File: src/design/mrp_pkg.sv
// Shared types and constants of the message ring producer.
`default_nettype none

package mrp_pkg;

  localparam logic        OP_PAYLOAD      = 1'b1;

  localparam logic        CFG_BUFFER_SIZE = 1'b0;
  localparam logic        CFG_RING_BASE   = 1'b1;

  localparam logic [1:0]  ST_WRITE        = 2'd0;
  localparam logic [1:0]  ST_NO_SPACE     = 2'd1;
  localparam logic [1:0]  ST_ZERO_LEN     = 2'd2;
  localparam logic [1:0]  ST_STRAY        = 2'd3;

  localparam logic [15:0] SIZE_MASK       = 16'hFFFC;
  localparam logic [15:0] SIZE_RESET      = 16'd4096;
  localparam logic [31:0] DATA_OFFSET     = 32'd8;
  localparam logic [3:0]  BE_ALL          = 4'hF;

  typedef enum logic [1:0] {
    CMD_ZERO,
    CMD_BEGIN,
    CMD_PAYLOAD
  } cmd_kind_t;

  typedef struct packed {
    cmd_kind_t   kind;
    logic [15:0] msg_length;
    logic [15:0] consumer_tail;
    logic [31:0] payload_word;
    logic [14:0] words;
  } cmd_t;

  typedef struct packed {
    logic [1:0]  status;
    logic [31:0] write_addr;
    logic [31:0] write_data;
    logic [3:0]  byte_enable;
    logic        msg_done;
    logic        last;
  } result_t;

endpackage

`default_nettype wire

File: src/design/mrp_front.sv
// Front end: input beat accept, decode and a two-entry command queue.
`default_nettype none

module mrp_front (
  input  logic         clk,
  input  logic         rst,
  input  logic [63:0]  s_tdata,  // msg_length, consumer_tail, payload_word
  input  logic [0:0]   s_tuser,  // opcode
  input  logic         s_tvalid,
  output logic         s_tready,
  output mrp_pkg::cmd_t cmd,
  output logic         cmd_valid,
  input  logic         cmd_ready
);
  import mrp_pkg::*;

  cmd_t        dec;
  logic [16:0] len_sum;
  cmd_t        q [2];
  logic        wr_ptr;
  logic        rd_ptr;
  logic [1:0]  count;
  logic        push;
  logic        pop;

  always_comb begin
    len_sum           = {1'b0, s_tdata[15:0]} + 17'd3;
    dec.msg_length    = s_tdata[15:0];
    dec.consumer_tail = s_tdata[31:16];
    dec.payload_word  = s_tdata[63:32];
    dec.words         = len_sum[16:2];
    if (s_tuser[0] == OP_PAYLOAD) begin
      dec.kind = CMD_PAYLOAD;
    end else if (s_tdata[15:0] == 16'd0) begin
      dec.kind = CMD_ZERO;
    end else begin
      dec.kind = CMD_BEGIN;
    end
  end

  assign s_tready  = (count != 2'd2);
  assign push      = s_tvalid && s_tready;
  assign cmd_valid = (count != 2'd0);
  assign pop       = cmd_valid && cmd_ready;
  assign cmd       = q[rd_ptr];

  always_ff @(posedge clk) begin
    if (rst) begin
      wr_ptr <= 1'b0;
      rd_ptr <= 1'b0;
      count  <= 2'd0;
    end else begin
      if (push) begin
        wr_ptr <= ~wr_ptr;
      end
      if (pop) begin
        rd_ptr <= ~rd_ptr;
      end
      count <= count + 2'(push) - 2'(pop);
    end
  end

  always_ff @(posedge clk) begin
    if (push) begin
      q[wr_ptr] <= dec;
    end
  end

endmodule

`default_nettype wire

File: src/design/mrp_reduce.sv
// Bit-serial remainder unit: re-reduces both stored offsets by a new ring size.
`default_nettype none

module mrp_reduce #(
  parameter int OFFSET_BITS = 16
) (
  input  logic                   clk,
  input  logic                   rst,
  input  logic                   start,
  input  logic [15:0]            divisor,
  input  logic [OFFSET_BITS-1:0] val_a,
  input  logic [OFFSET_BITS-1:0] val_b,
  output logic                   busy,
  output logic                   done,
  output logic [OFFSET_BITS-1:0] rem_a,
  output logic [OFFSET_BITS-1:0] rem_b
);
  localparam int OB = OFFSET_BITS;
  localparam int RW = 17;
  localparam int CW = $clog2(OB + 1);

  logic [OB-1:0]    sh_a;
  logic [OB-1:0]    sh_b;
  logic [RW-1:0]    ra;
  logic [RW-1:0]    rb;
  logic [RW-1:0]    ta;
  logic [RW-1:0]    tb;
  logic [RW-1:0]    ra_step;
  logic [RW-1:0]    rb_step;
  logic [RW-1:0]    dv;
  logic [CW-1:0]    cnt;
  logic [OB+RW-1:0] ra_ext;
  logic [OB+RW-1:0] rb_ext;

  always_comb begin
    dv      = {1'b0, divisor};
    ta      = {ra[RW-2:0], sh_a[OB-1]};
    tb      = {rb[RW-2:0], sh_b[OB-1]};
    ra_step = (ta >= dv) ? ta - dv : ta;
    rb_step = (tb >= dv) ? tb - dv : tb;
    ra_ext  = {{OB{1'b0}}, ra};
    rb_ext  = {{OB{1'b0}}, rb};
    rem_a   = (divisor == 16'd0) ? '0 : ra_ext[OB-1:0];
    rem_b   = (divisor == 16'd0) ? '0 : rb_ext[OB-1:0];
  end

  always_ff @(posedge clk) begin
    if (rst) begin
      busy <= 1'b0;
      done <= 1'b0;
      cnt  <= '0;
    end else begin
      done <= 1'b0;
      if (start) begin
        busy <= 1'b1;
        cnt  <= CW'(OB);
      end else if (busy) begin
        cnt <= cnt - CW'(1);
        if (cnt == CW'(1)) begin
          busy <= 1'b0;
          done <= 1'b1;
        end
      end
    end
  end

  always_ff @(posedge clk) begin
    if (start) begin
      sh_a <= val_a;
      sh_b <= val_b;
      ra   <= '0;
      rb   <= '0;
    end else if (busy) begin
      sh_a <= {sh_a[OB-2:0], 1'b0};
      sh_b <= {sh_b[OB-2:0], 1'b0};
      ra   <= ra_step;
      rb   <= rb_step;
    end
  end

endmodule

`default_nettype wire

File: src/design/mrp_back.sv
// Back end: ring offsets, space check, write generation and result queue.
`default_nettype none

module mrp_back #(
  parameter int OFFSET_BITS = 16
) (
  input  logic             clk,
  input  logic             rst,
  input  logic [15:0]      ring_size,
  input  logic [31:0]      ring_base,
  input  logic             size_wr,
  input  mrp_pkg::cmd_t    cmd,
  input  logic             cmd_valid,
  output logic             cmd_ready,
  output mrp_pkg::result_t res,
  output logic             res_valid,
  input  logic             res_ready
);
  import mrp_pkg::*;

  localparam int OB = OFFSET_BITS;
  localparam int AW = ((OB > 16) ? OB : 16) + 2;
  localparam int QD = 4;

  // Raw offsets as last written, reduced copies as used.
  logic [OB-1:0] ph_raw, ph_raw_next;
  logic [OB-1:0] ph_red, ph_red_next;
  logic [OB-1:0] wp_raw, wp_raw_next;
  logic [OB-1:0] wp_red, wp_red_next;
  logic [14:0]   words_left, words_left_next;
  logic [1:0]    tail_bytes, tail_bytes_next;
  logic          in_msg, in_msg_next;

  logic          red_busy;
  logic          red_done;
  logic [OB-1:0] ph_fix;
  logic [OB-1:0] wp_fix;

  result_t       q [QD];
  logic [1:0]    wr_ptr;
  logic [1:0]    rd_ptr;
  logic [2:0]    count;
  logic [1:0]    n_push;
  logic          pop;
  logic          fire;
  result_t       r0;
  result_t       r1;

  logic [AW-1:0] n_w, head_w, wp_w, tail_w, pad_w, lhs, need;
  logic          room;
  logic [OB-1:0] head_step;
  logic [OB-1:0] wp_step;
  logic [31:0]   data_base;
  logic          final_word;
  logic [3:0]    be_last;

  function automatic logic [OB-1:0] wrap4(input logic [AW-1:0] v, input logic [AW-1:0] n);
    logic [AW-1:0] r;
    if (n == '0) begin
      r = '0;
    end else if (v >= n) begin
      r = v - n;
    end else begin
      r = v;
    end
    return OB'(r);
  endfunction

  mrp_reduce #(.OFFSET_BITS(OB)) u_reduce (
    .clk     (clk),
    .rst     (rst),
    .start   (size_wr),
    .divisor (ring_size),
    .val_a   (ph_raw),
    .val_b   (wp_raw),
    .busy    (red_busy),
    .done    (red_done),
    .rem_a   (ph_fix),
    .rem_b   (wp_fix)
  );

  assign cmd_ready = !red_busy && !red_done && !size_wr && (count <= 3'd2);
  assign fire      = cmd_valid && cmd_ready;
  assign res_valid = (count != 3'd0);
  assign pop       = res_valid && res_ready;
  assign res       = q[rd_ptr];

  always_comb begin
    n_w        = AW'(ring_size);
    head_w     = AW'(ph_red);
    wp_w       = AW'(wp_red);
    tail_w     = AW'(cmd.consumer_tail);
    pad_w      = AW'({cmd.words, 2'b00});
    // free = lhs - head - 4, must reach padded + 4
    lhs        = (head_w >= tail_w) ? n_w + tail_w : tail_w;
    need       = head_w + pad_w + AW'(8);
    room       = (lhs >= need);
    head_step  = wrap4(head_w + AW'(4), n_w);
    wp_step    = wrap4(wp_w + AW'(4), n_w);
    data_base  = ring_base + DATA_OFFSET;
    final_word = (words_left <= 15'd1);
    case (tail_bytes)
      2'd1:    be_last = 4'b0001;
      2'd2:    be_last = 4'b0011;
      2'd3:    be_last = 4'b0111;
      default: be_last = BE_ALL;
    endcase
  end

  always_comb begin
    ph_raw_next     = ph_raw;
    ph_red_next     = ph_red;
    wp_raw_next     = wp_raw;
    wp_red_next     = wp_red;
    words_left_next = words_left;
    tail_bytes_next = tail_bytes;
    in_msg_next     = in_msg;
    r0              = '0;
    r1              = '0;
    n_push          = 2'd0;
    if (red_done) begin
      ph_red_next = ph_fix;
      wp_red_next = wp_fix;
    end
    if (fire) begin
      n_push = 2'd1;
      case (cmd.kind)
        CMD_ZERO: begin
          in_msg_next     = 1'b0;
          words_left_next = '0;
          r0.status       = ST_ZERO_LEN;
          r0.last         = 1'b1;
        end
        CMD_BEGIN: begin
          in_msg_next     = 1'b0;
          words_left_next = '0;
          r0.last         = 1'b1;
          if (!room) begin
            r0.status = ST_NO_SPACE;
          end else begin
            r0.status       = ST_WRITE;
            r0.write_addr   = data_base + 32'(ph_red);
            r0.write_data   = 32'(cmd.msg_length);
            r0.byte_enable  = BE_ALL;
            wp_raw_next     = head_step;
            wp_red_next     = head_step;
            words_left_next = cmd.words;
            tail_bytes_next = cmd.msg_length[1:0];
            in_msg_next     = (cmd.words != 15'd0);
          end
        end
        CMD_PAYLOAD: begin
          if (!in_msg) begin
            r0.status = ST_STRAY;
            r0.last   = 1'b1;
          end else begin
            r0.status      = ST_WRITE;
            r0.write_addr  = data_base + 32'(wp_red);
            r0.write_data  = cmd.payload_word;
            r0.byte_enable = final_word ? be_last : BE_ALL;
            r0.last        = !final_word;
            wp_raw_next    = wp_step;
            wp_red_next    = wp_step;
            if (!final_word) begin
              words_left_next = words_left - 15'd1;
            end else begin
              words_left_next = '0;
              ph_raw_next     = wp_step;
              ph_red_next     = wp_step;
              in_msg_next     = 1'b0;
              r1.status       = ST_WRITE;
              r1.write_addr   = ring_base;
              r1.write_data   = 32'(wp_step);
              r1.byte_enable  = BE_ALL;
              r1.msg_done     = 1'b1;
              r1.last         = 1'b1;
              n_push          = 2'd2;
            end
          end
        end
        default: begin
          n_push = 2'd0;
        end
      endcase
    end
  end

  always_ff @(posedge clk) begin
    if (rst) begin
      ph_raw     <= '0;
      ph_red     <= '0;
      wp_raw     <= '0;
      wp_red     <= '0;
      words_left <= '0;
      tail_bytes <= '0;
      in_msg     <= 1'b0;
      wr_ptr     <= '0;
      rd_ptr     <= '0;
      count      <= '0;
    end else begin
      ph_raw     <= ph_raw_next;
      ph_red     <= ph_red_next;
      wp_raw     <= wp_raw_next;
      wp_red     <= wp_red_next;
      words_left <= words_left_next;
      tail_bytes <= tail_bytes_next;
      in_msg     <= in_msg_next;
      wr_ptr     <= wr_ptr + n_push;
      rd_ptr     <= rd_ptr + 2'(pop);
      count      <= count + 3'(n_push) - 3'(pop);
    end
  end

  always_ff @(posedge clk) begin
    if (n_push != 2'd0) begin
      q[wr_ptr] <= r0;
    end
    if (n_push == 2'd2) begin
      q[wr_ptr + 2'd1] <= r1;
    end
  end

endmodule

`default_nettype wire

File: src/design/message_ring_producer.sv
// Top level of the message ring producer: config registers, front and back ends.
//
//   channel  dir  handshake             tdata / data                  tuser / index
//   s_       in   s_tvalid/s_tready     len, tail, payload (64b)      opcode
//   m_       out  m_tvalid/m_tready     addr, data, byte_enable (72b) status, msg_done
//   cfg_     in   cfg_valid/cfg_ready   cfg_data (32b)                cfg_index
//
// One item per cycle while the queues have room and the remainder unit is idle;
// a final payload word gives two beats, so the output port bounds the rate on
// short messages; beats wait in the command queue, results in the result queue.
// Writing buffer_size starts the bit-serial remainder unit, holding commands back.
// rst clears all offsets and queues; buffer_size resets to 4096, ring_base to 0.
// Each side stalls on its own through the command and result queues.
`default_nettype none

module message_ring_producer #(
  parameter int OFFSET_BITS = 16
) (
  input  logic        clk,
  input  logic        rst,
  input  logic [63:0] s_tdata,   // msg_length[15:0], consumer_tail[31:16], payload_word[63:32]
  input  logic [0:0]  s_tuser,   // opcode
  input  logic        s_tvalid,
  output logic        s_tready,
  output logic [71:0] m_tdata,   // write_addr[31:0], write_data[63:32], byte_enable[67:64]
  output logic [2:0]  m_tuser,   // status[1:0], msg_done[2]
  output logic        m_tlast,
  output logic        m_tvalid,
  input  logic        m_tready,
  input  logic        cfg_valid,
  output logic        cfg_ready,
  input  logic [0:0]  cfg_index,
  input  logic [31:0] cfg_data
);
  import mrp_pkg::*;

  logic [15:0] ring_size;
  logic [31:0] ring_base;
  logic        cfg_fire;
  logic        size_wr;
  cmd_t        cmd;
  logic        cmd_valid;
  logic        cmd_ready;
  result_t     res;

  assign cfg_ready = 1'b1;
  assign cfg_fire  = cfg_valid && cfg_ready;
  assign size_wr   = cfg_fire && (cfg_index[0] == CFG_BUFFER_SIZE);

  always_ff @(posedge clk) begin
    if (rst) begin
      ring_size <= SIZE_RESET;
      ring_base <= '0;
    end else if (cfg_fire) begin
      case (cfg_index[0])
        CFG_BUFFER_SIZE: ring_size <= cfg_data[15:0] & SIZE_MASK;
        CFG_RING_BASE:   ring_base <= cfg_data;
        default:         ring_base <= ring_base;
      endcase
    end
  end

  mrp_front u_front (
    .clk       (clk),
    .rst       (rst),
    .s_tdata   (s_tdata),
    .s_tuser   (s_tuser),
    .s_tvalid  (s_tvalid),
    .s_tready  (s_tready),
    .cmd       (cmd),
    .cmd_valid (cmd_valid),
    .cmd_ready (cmd_ready)
  );

  mrp_back #(.OFFSET_BITS(OFFSET_BITS)) u_back (
    .clk       (clk),
    .rst       (rst),
    .ring_size (ring_size),
    .ring_base (ring_base),
    .size_wr   (size_wr),
    .cmd       (cmd),
    .cmd_valid (cmd_valid),
    .cmd_ready (cmd_ready),
    .res       (res),
    .res_valid (m_tvalid),
    .res_ready (m_tready)
  );

  assign m_tdata = {4'b0000, res.byte_enable, res.write_data, res.write_addr};
  assign m_tuser = {res.msg_done, res.status};
  assign m_tlast = res.last;

endmodule

`default_nettype wire

File: config.mk
export PLATFORM = sky130hd
export DESIGN_NAME = message_ring_producer
export DESIGN_NICKNAME = d
export VERILOG_FILES = /design/src/design/mrp_pkg.sv /design/src/design/mrp_front.sv /design/src/design/mrp_reduce.sv /design/src/design/mrp_back.sv /design/src/design/message_ring_producer.sv
export SDC_FILE = /design/constraint.sdc
export NUM_CORES = 1
export LEC_CHECK = 0
export BUFFER_PORTS_ARGS = -buffer_cell sky130_fd_sc_hd__buf_2
export CAP_MARGIN = 20
export CELL_PAD_IN_SITES_DETAIL_PLACEMENT = 1
export CELL_PAD_IN_SITES_GLOBAL_PLACEMENT = 2
export CORE_AREA = 2 2 293 295
export DETAILED_ROUTE_END_ITERATION = 10
export DIE_AREA = 0 0 295 297
export PLACE_DENSITY = 0.93
export SETUP_SLACK_MARGIN = 0.4
export SYNTH_ARGS = -nofsm -noshare
export SYNTH_HDL_FRONTEND = slang
export SYNTH_SLANG_ARGS = --single-unit
File: constraint.sdc
create_clock -name clk -period 15.2 [get_ports clk]
set_input_delay 0.76 -clock clk [delete_from_list [all_inputs] [get_ports clk]]
set_output_delay 0.76 -clock clk [all_outputs]
set_load 0.02 [all_outputs]
==> impl_metrics.tcl <==
set metrics [dict create \
    fillers 9364 \
    vias 31100 \
    drt_iter0_drc 3269 \
    max-clock-path-buffers 3 \
    final_nets 4053 \
    placementRows 107 \
    async_flop_share 0 \
    status "finished clean" \
    grt_use_total 0.307 \
    leakage_nw 14.8 \
    cp.required_ns 15.63 \
    cts_resized 0 \
    setup_tns_ns 0 \
    worst_pin_slew_ns 1.16 \
    period_share 0.472 \
    finalSetupViolCount 0 \
    holdPathStages 1 \
    wl_um 136000 \
    fp.dieH_um 297 \
    wirelength_met1_um 56900 \
    cts_buffers 75 \
    clockRootBuffer "clkbuf_16" \
    ios 182 \
    netlist_area_mm2 0.0370 \
    whs_endpoint "u_front.q[0][27]" \
    synth-seq-cells 661 \
    postSynthCellCount 3677 \
    hold_buffers 0 \
    synthFlopType "edfxtp_1" \
    synth.avg_cell_area_um2 10.1 \
    post_drt_wl_per_cell_um 27.4 \
    cts_tree "yes" \
    worstHoldStart "s_tdata[44]" \
    drtPass1Iterations 6 \
    syn_to_final_growth_pct 11.8 \
    p_per_area_mw_per_mm2 136 \
    start_util 0.438 \
    fp.coreArea_mm2 0.0845 \
    final-max-slew-violation-count 0 \
    clock_skew_ns 0.0348 \
    min_path_type "input port to flop" \
    cts_setup_buffers 0 \
    die_w_um 295 \
    ir_worst_vdd_v 0.000123 \
    min_period_ns 7.17 \
    clock_latency_ns 0.65 \
    dr_wl_met3_um 12500 \
    arrival_ns 7.60 \
    drtAntennaViolNets 0 \
    r2r_slack_ns 8.03 \
    ctsHtreeMaxLevel 3 \
    ys_seq_area_frac 0.469 \
    synth_edf_count 410 \
    grt_pass1_wl_um 204000 \
    critPathMaxFanout 31 \
    viasPerCell 6.26 \
    path_clk_slew_ns 0.06 \
    grt_pass1_vias 31500 \
    cp-start-kind "flop" \
    crit_type "flop to flop" \
    highest_layer "met5" \
    slew_headroom 0.224 \
    grt_max_degree 82 \
    antenna_found_initial 3 \
    hold_violations 0 \
    reg2regPathDepth 22 \
    synth_cell_type_count 93 \
    drive_above_1_share 0.132 \
    gp_congestion 0.964 \
    grt_overflow_total 0 \
    dp.final_hpwl_um 94400 \
    fp.dieArea_mm2 0.0876 \
    r2r_end "u_back.q[0][11]" \
    holdWs_ns 0.309 \
    rsz0062_at_grt "false" \
    route.met2.wl_um 61900 \
    ys.warnings.count 0 \
    max_cap_viol_count 0 \
    io_buffer_count 176 \
    max_freq_mhz 140 \
    clock-sinks 661 \
    end_kind "flop" \
    drc 0 \
]
==> cell usage in the layout, fill, tap and decap left out, drive strengths merged, types with 17 or more instances in the layout <==
cell and instances:
mux2i 89, xnor2 112, a21oi 254, buf 236, o22ai 63, o21a 17
nand4 35, nor3 71, o2bb2ai 20, mux2 26, nor2b 32, a22o 31
and2 23, clkbuf 103, o21ai 237, dfxtp 251, nor2 257, xor2 61
nor4 26, nand2b 21, a22oi 30, and3 25, mux4 72, a21o 34
clkinv 27, nand2 464, a211oi 32, inv 151, a31oi 24, nand3 125
ha 183, edfxtp 410, a32o 68
==> routing by layer <==
metal	vias to the layer above	track usage
met5	-	0
met4	2	0.112
met3	257	0.0624
met2	1411	0.482
met1	15700	0.420
li1	13700	-
==> where the power goes <==
group / internal [W] / switching, W
Combinational: 0.000595 / 0.00101
Clock: 0.00104 / 0.000798
Sequential: 0.00207 / 0.000142
==> logic make-up after synthesis <==
| kind of cell | Yosys count | share of synthesized area |
|---|---|---|
| adder cells (fa/ha/maj) | 192 | 0.0668 |
| other | 2 | 0.000203 |
| flip-flops | 661 | 0.469 |
| multiplexers | 187 | 0.0758 |
| AND/OR/NAND/NOR | 1140 | 0.141 |
| XOR/XNOR | 173 | 0.0409 |
| buffers and inverters | 386 | 0.0426 |
| AO/OA/AOI/OAI | 936 | 0.164 |
==> critical path, stage by stage, from the launching register on <==
cell and delay, ns:
dfxtp_4 0.74, mux2i_1 0.46, inv_1 0.08, ha_1 0.28, a21o_1 0.16, a21o_1 0.20
a21oi_1 0.21, o21ai_0 0.20, a2111oi_0 0.91, o21ai_0 0.18, a31oi_1 0.24, xor2_1 0.15
o21ai_0 0.10, ha_1 0.36, a211oi_1 0.13, a211oi_1 0.26, o21ai_0 0.17, a311oi_1 0.50
nand3_1 0.13, buf_4 0.30, o22ai_1 0.90, nand2_1 0.15, o21ai_0 0.15
==> per-stage QoR <==
| step | setup slack (ns) | total power (W) | instance area, um^2 | util | instances |
|---|---|---|---|---|---|
| detailed placement | 8.24 | 0.00382 | 38800 | 0.460 | 4820 |
| CTS | 8.19 | 0.00565 | 41300 | 0.489 | 4959 |
| global route | 7.46 | 0.00587 | 41400 | 0.490 | 4965 |
| floorplan | 8.08 | 0.00328 | 37000 | - | 3680 |
| global placement | 8.48 | 0.00378 | 38800 | 0.460 | 4820 |
| finish | 8.03 | 0.00565 | 41400 | 0.490 | 4970 |
==> flip-flops by register name, summed over array words and instances, names as in the netlist, 2 cells and up, named ones only <==
register              count
u_back.u_reduce.cnt       5
ring_base                32
u_back.wp_red            16
u_back.words_left        15
u_back.tail_bytes         2
u_back.count              3
u_back.q                288
u_back.ph_red            16
u_back.ph_raw            16
u_back.u_reduce.rb       16
ring_size                14
u_back.u_reduce.sh_b     16
u_back.wr_ptr             2
u_back.u_reduce.sh_a     16
u_back.wp_raw            16
u_front.q               162
u_front.count             2
u_back.rd_ptr             2
u_back.u_reduce.ra       16
==> worst max path at each step <==
stage / endpoint / slack (ns) / cells past startpoint
finish: u_back.q[0][11] / 8.03 / 22
CTS: u_back.q[0][11] / 8.19 / 22
floorplan: u_back.q[0][61] / 8.08 / 25
global placement: u_back.wp_raw[14] / 8.48 / 22
global route: u_back.q[0][11] / 7.46 / 22
detailed placement: u_back.q[0][11] / 8.24 / 22
==> synthesized netlist by cell type, types with 25 or more instances <==
| cell | number | area [um^2] |
|---|---|---|
| dfxtp_1 | 251 | 5020 |
| xor2_1 | 61 | 534 |
| buf_1 | 28 | 105 |
| a21oi_1 | 254 | 1270 |
| nor2_1 | 256 | 961 |
| inv_1 | 147 | 552 |
| and3_1 | 25 | 156 |
| a21o_1 | 34 | 255 |
| edfxtp_1 | 410 | 12300 |
| o21ai_0 | 226 | 1130 |
| a22oi_1 | 30 | 225 |
| nor2b_1 | 32 | 200 |
| xnor2_1 | 112 | 981 |
| clkbuf_1 | 169 | 634 |
| mux4_2 | 72 | 1620 |
| o22ai_1 | 63 | 394 |
| a32o_1 | 68 | 681 |
| nand3_1 | 125 | 626 |
| a211oi_1 | 31 | 233 |
| nand2_1 | 463 | 1740 |
| a22o_1 | 31 | 272 |
| nor3_1 | 67 | 335 |
| mux2i_1 | 89 | 891 |
| nand4_1 | 33 | 206 |
| ha_1 | 183 | 2290 |
| mux2_2 | 26 | 293 |
==> layout make-up <==
cell class / count / area, um^2 / share of cell area
tap: 1144 / 1430 / 0.0346
multi-input combinational: 2633 / 18200 / 0.439
clock inverter: 38 / 379 / 0.00916
antenna: 6 / 15.0 / 0.000363
inverter: 149 / 572 / 0.0138
timing repair buffer: 238 / 1390 / 0.0337
sequential: 661 / 17400 / 0.419
clock buffer: 101 / 2070 / 0.0500
(Power assumes the default switching activity.)
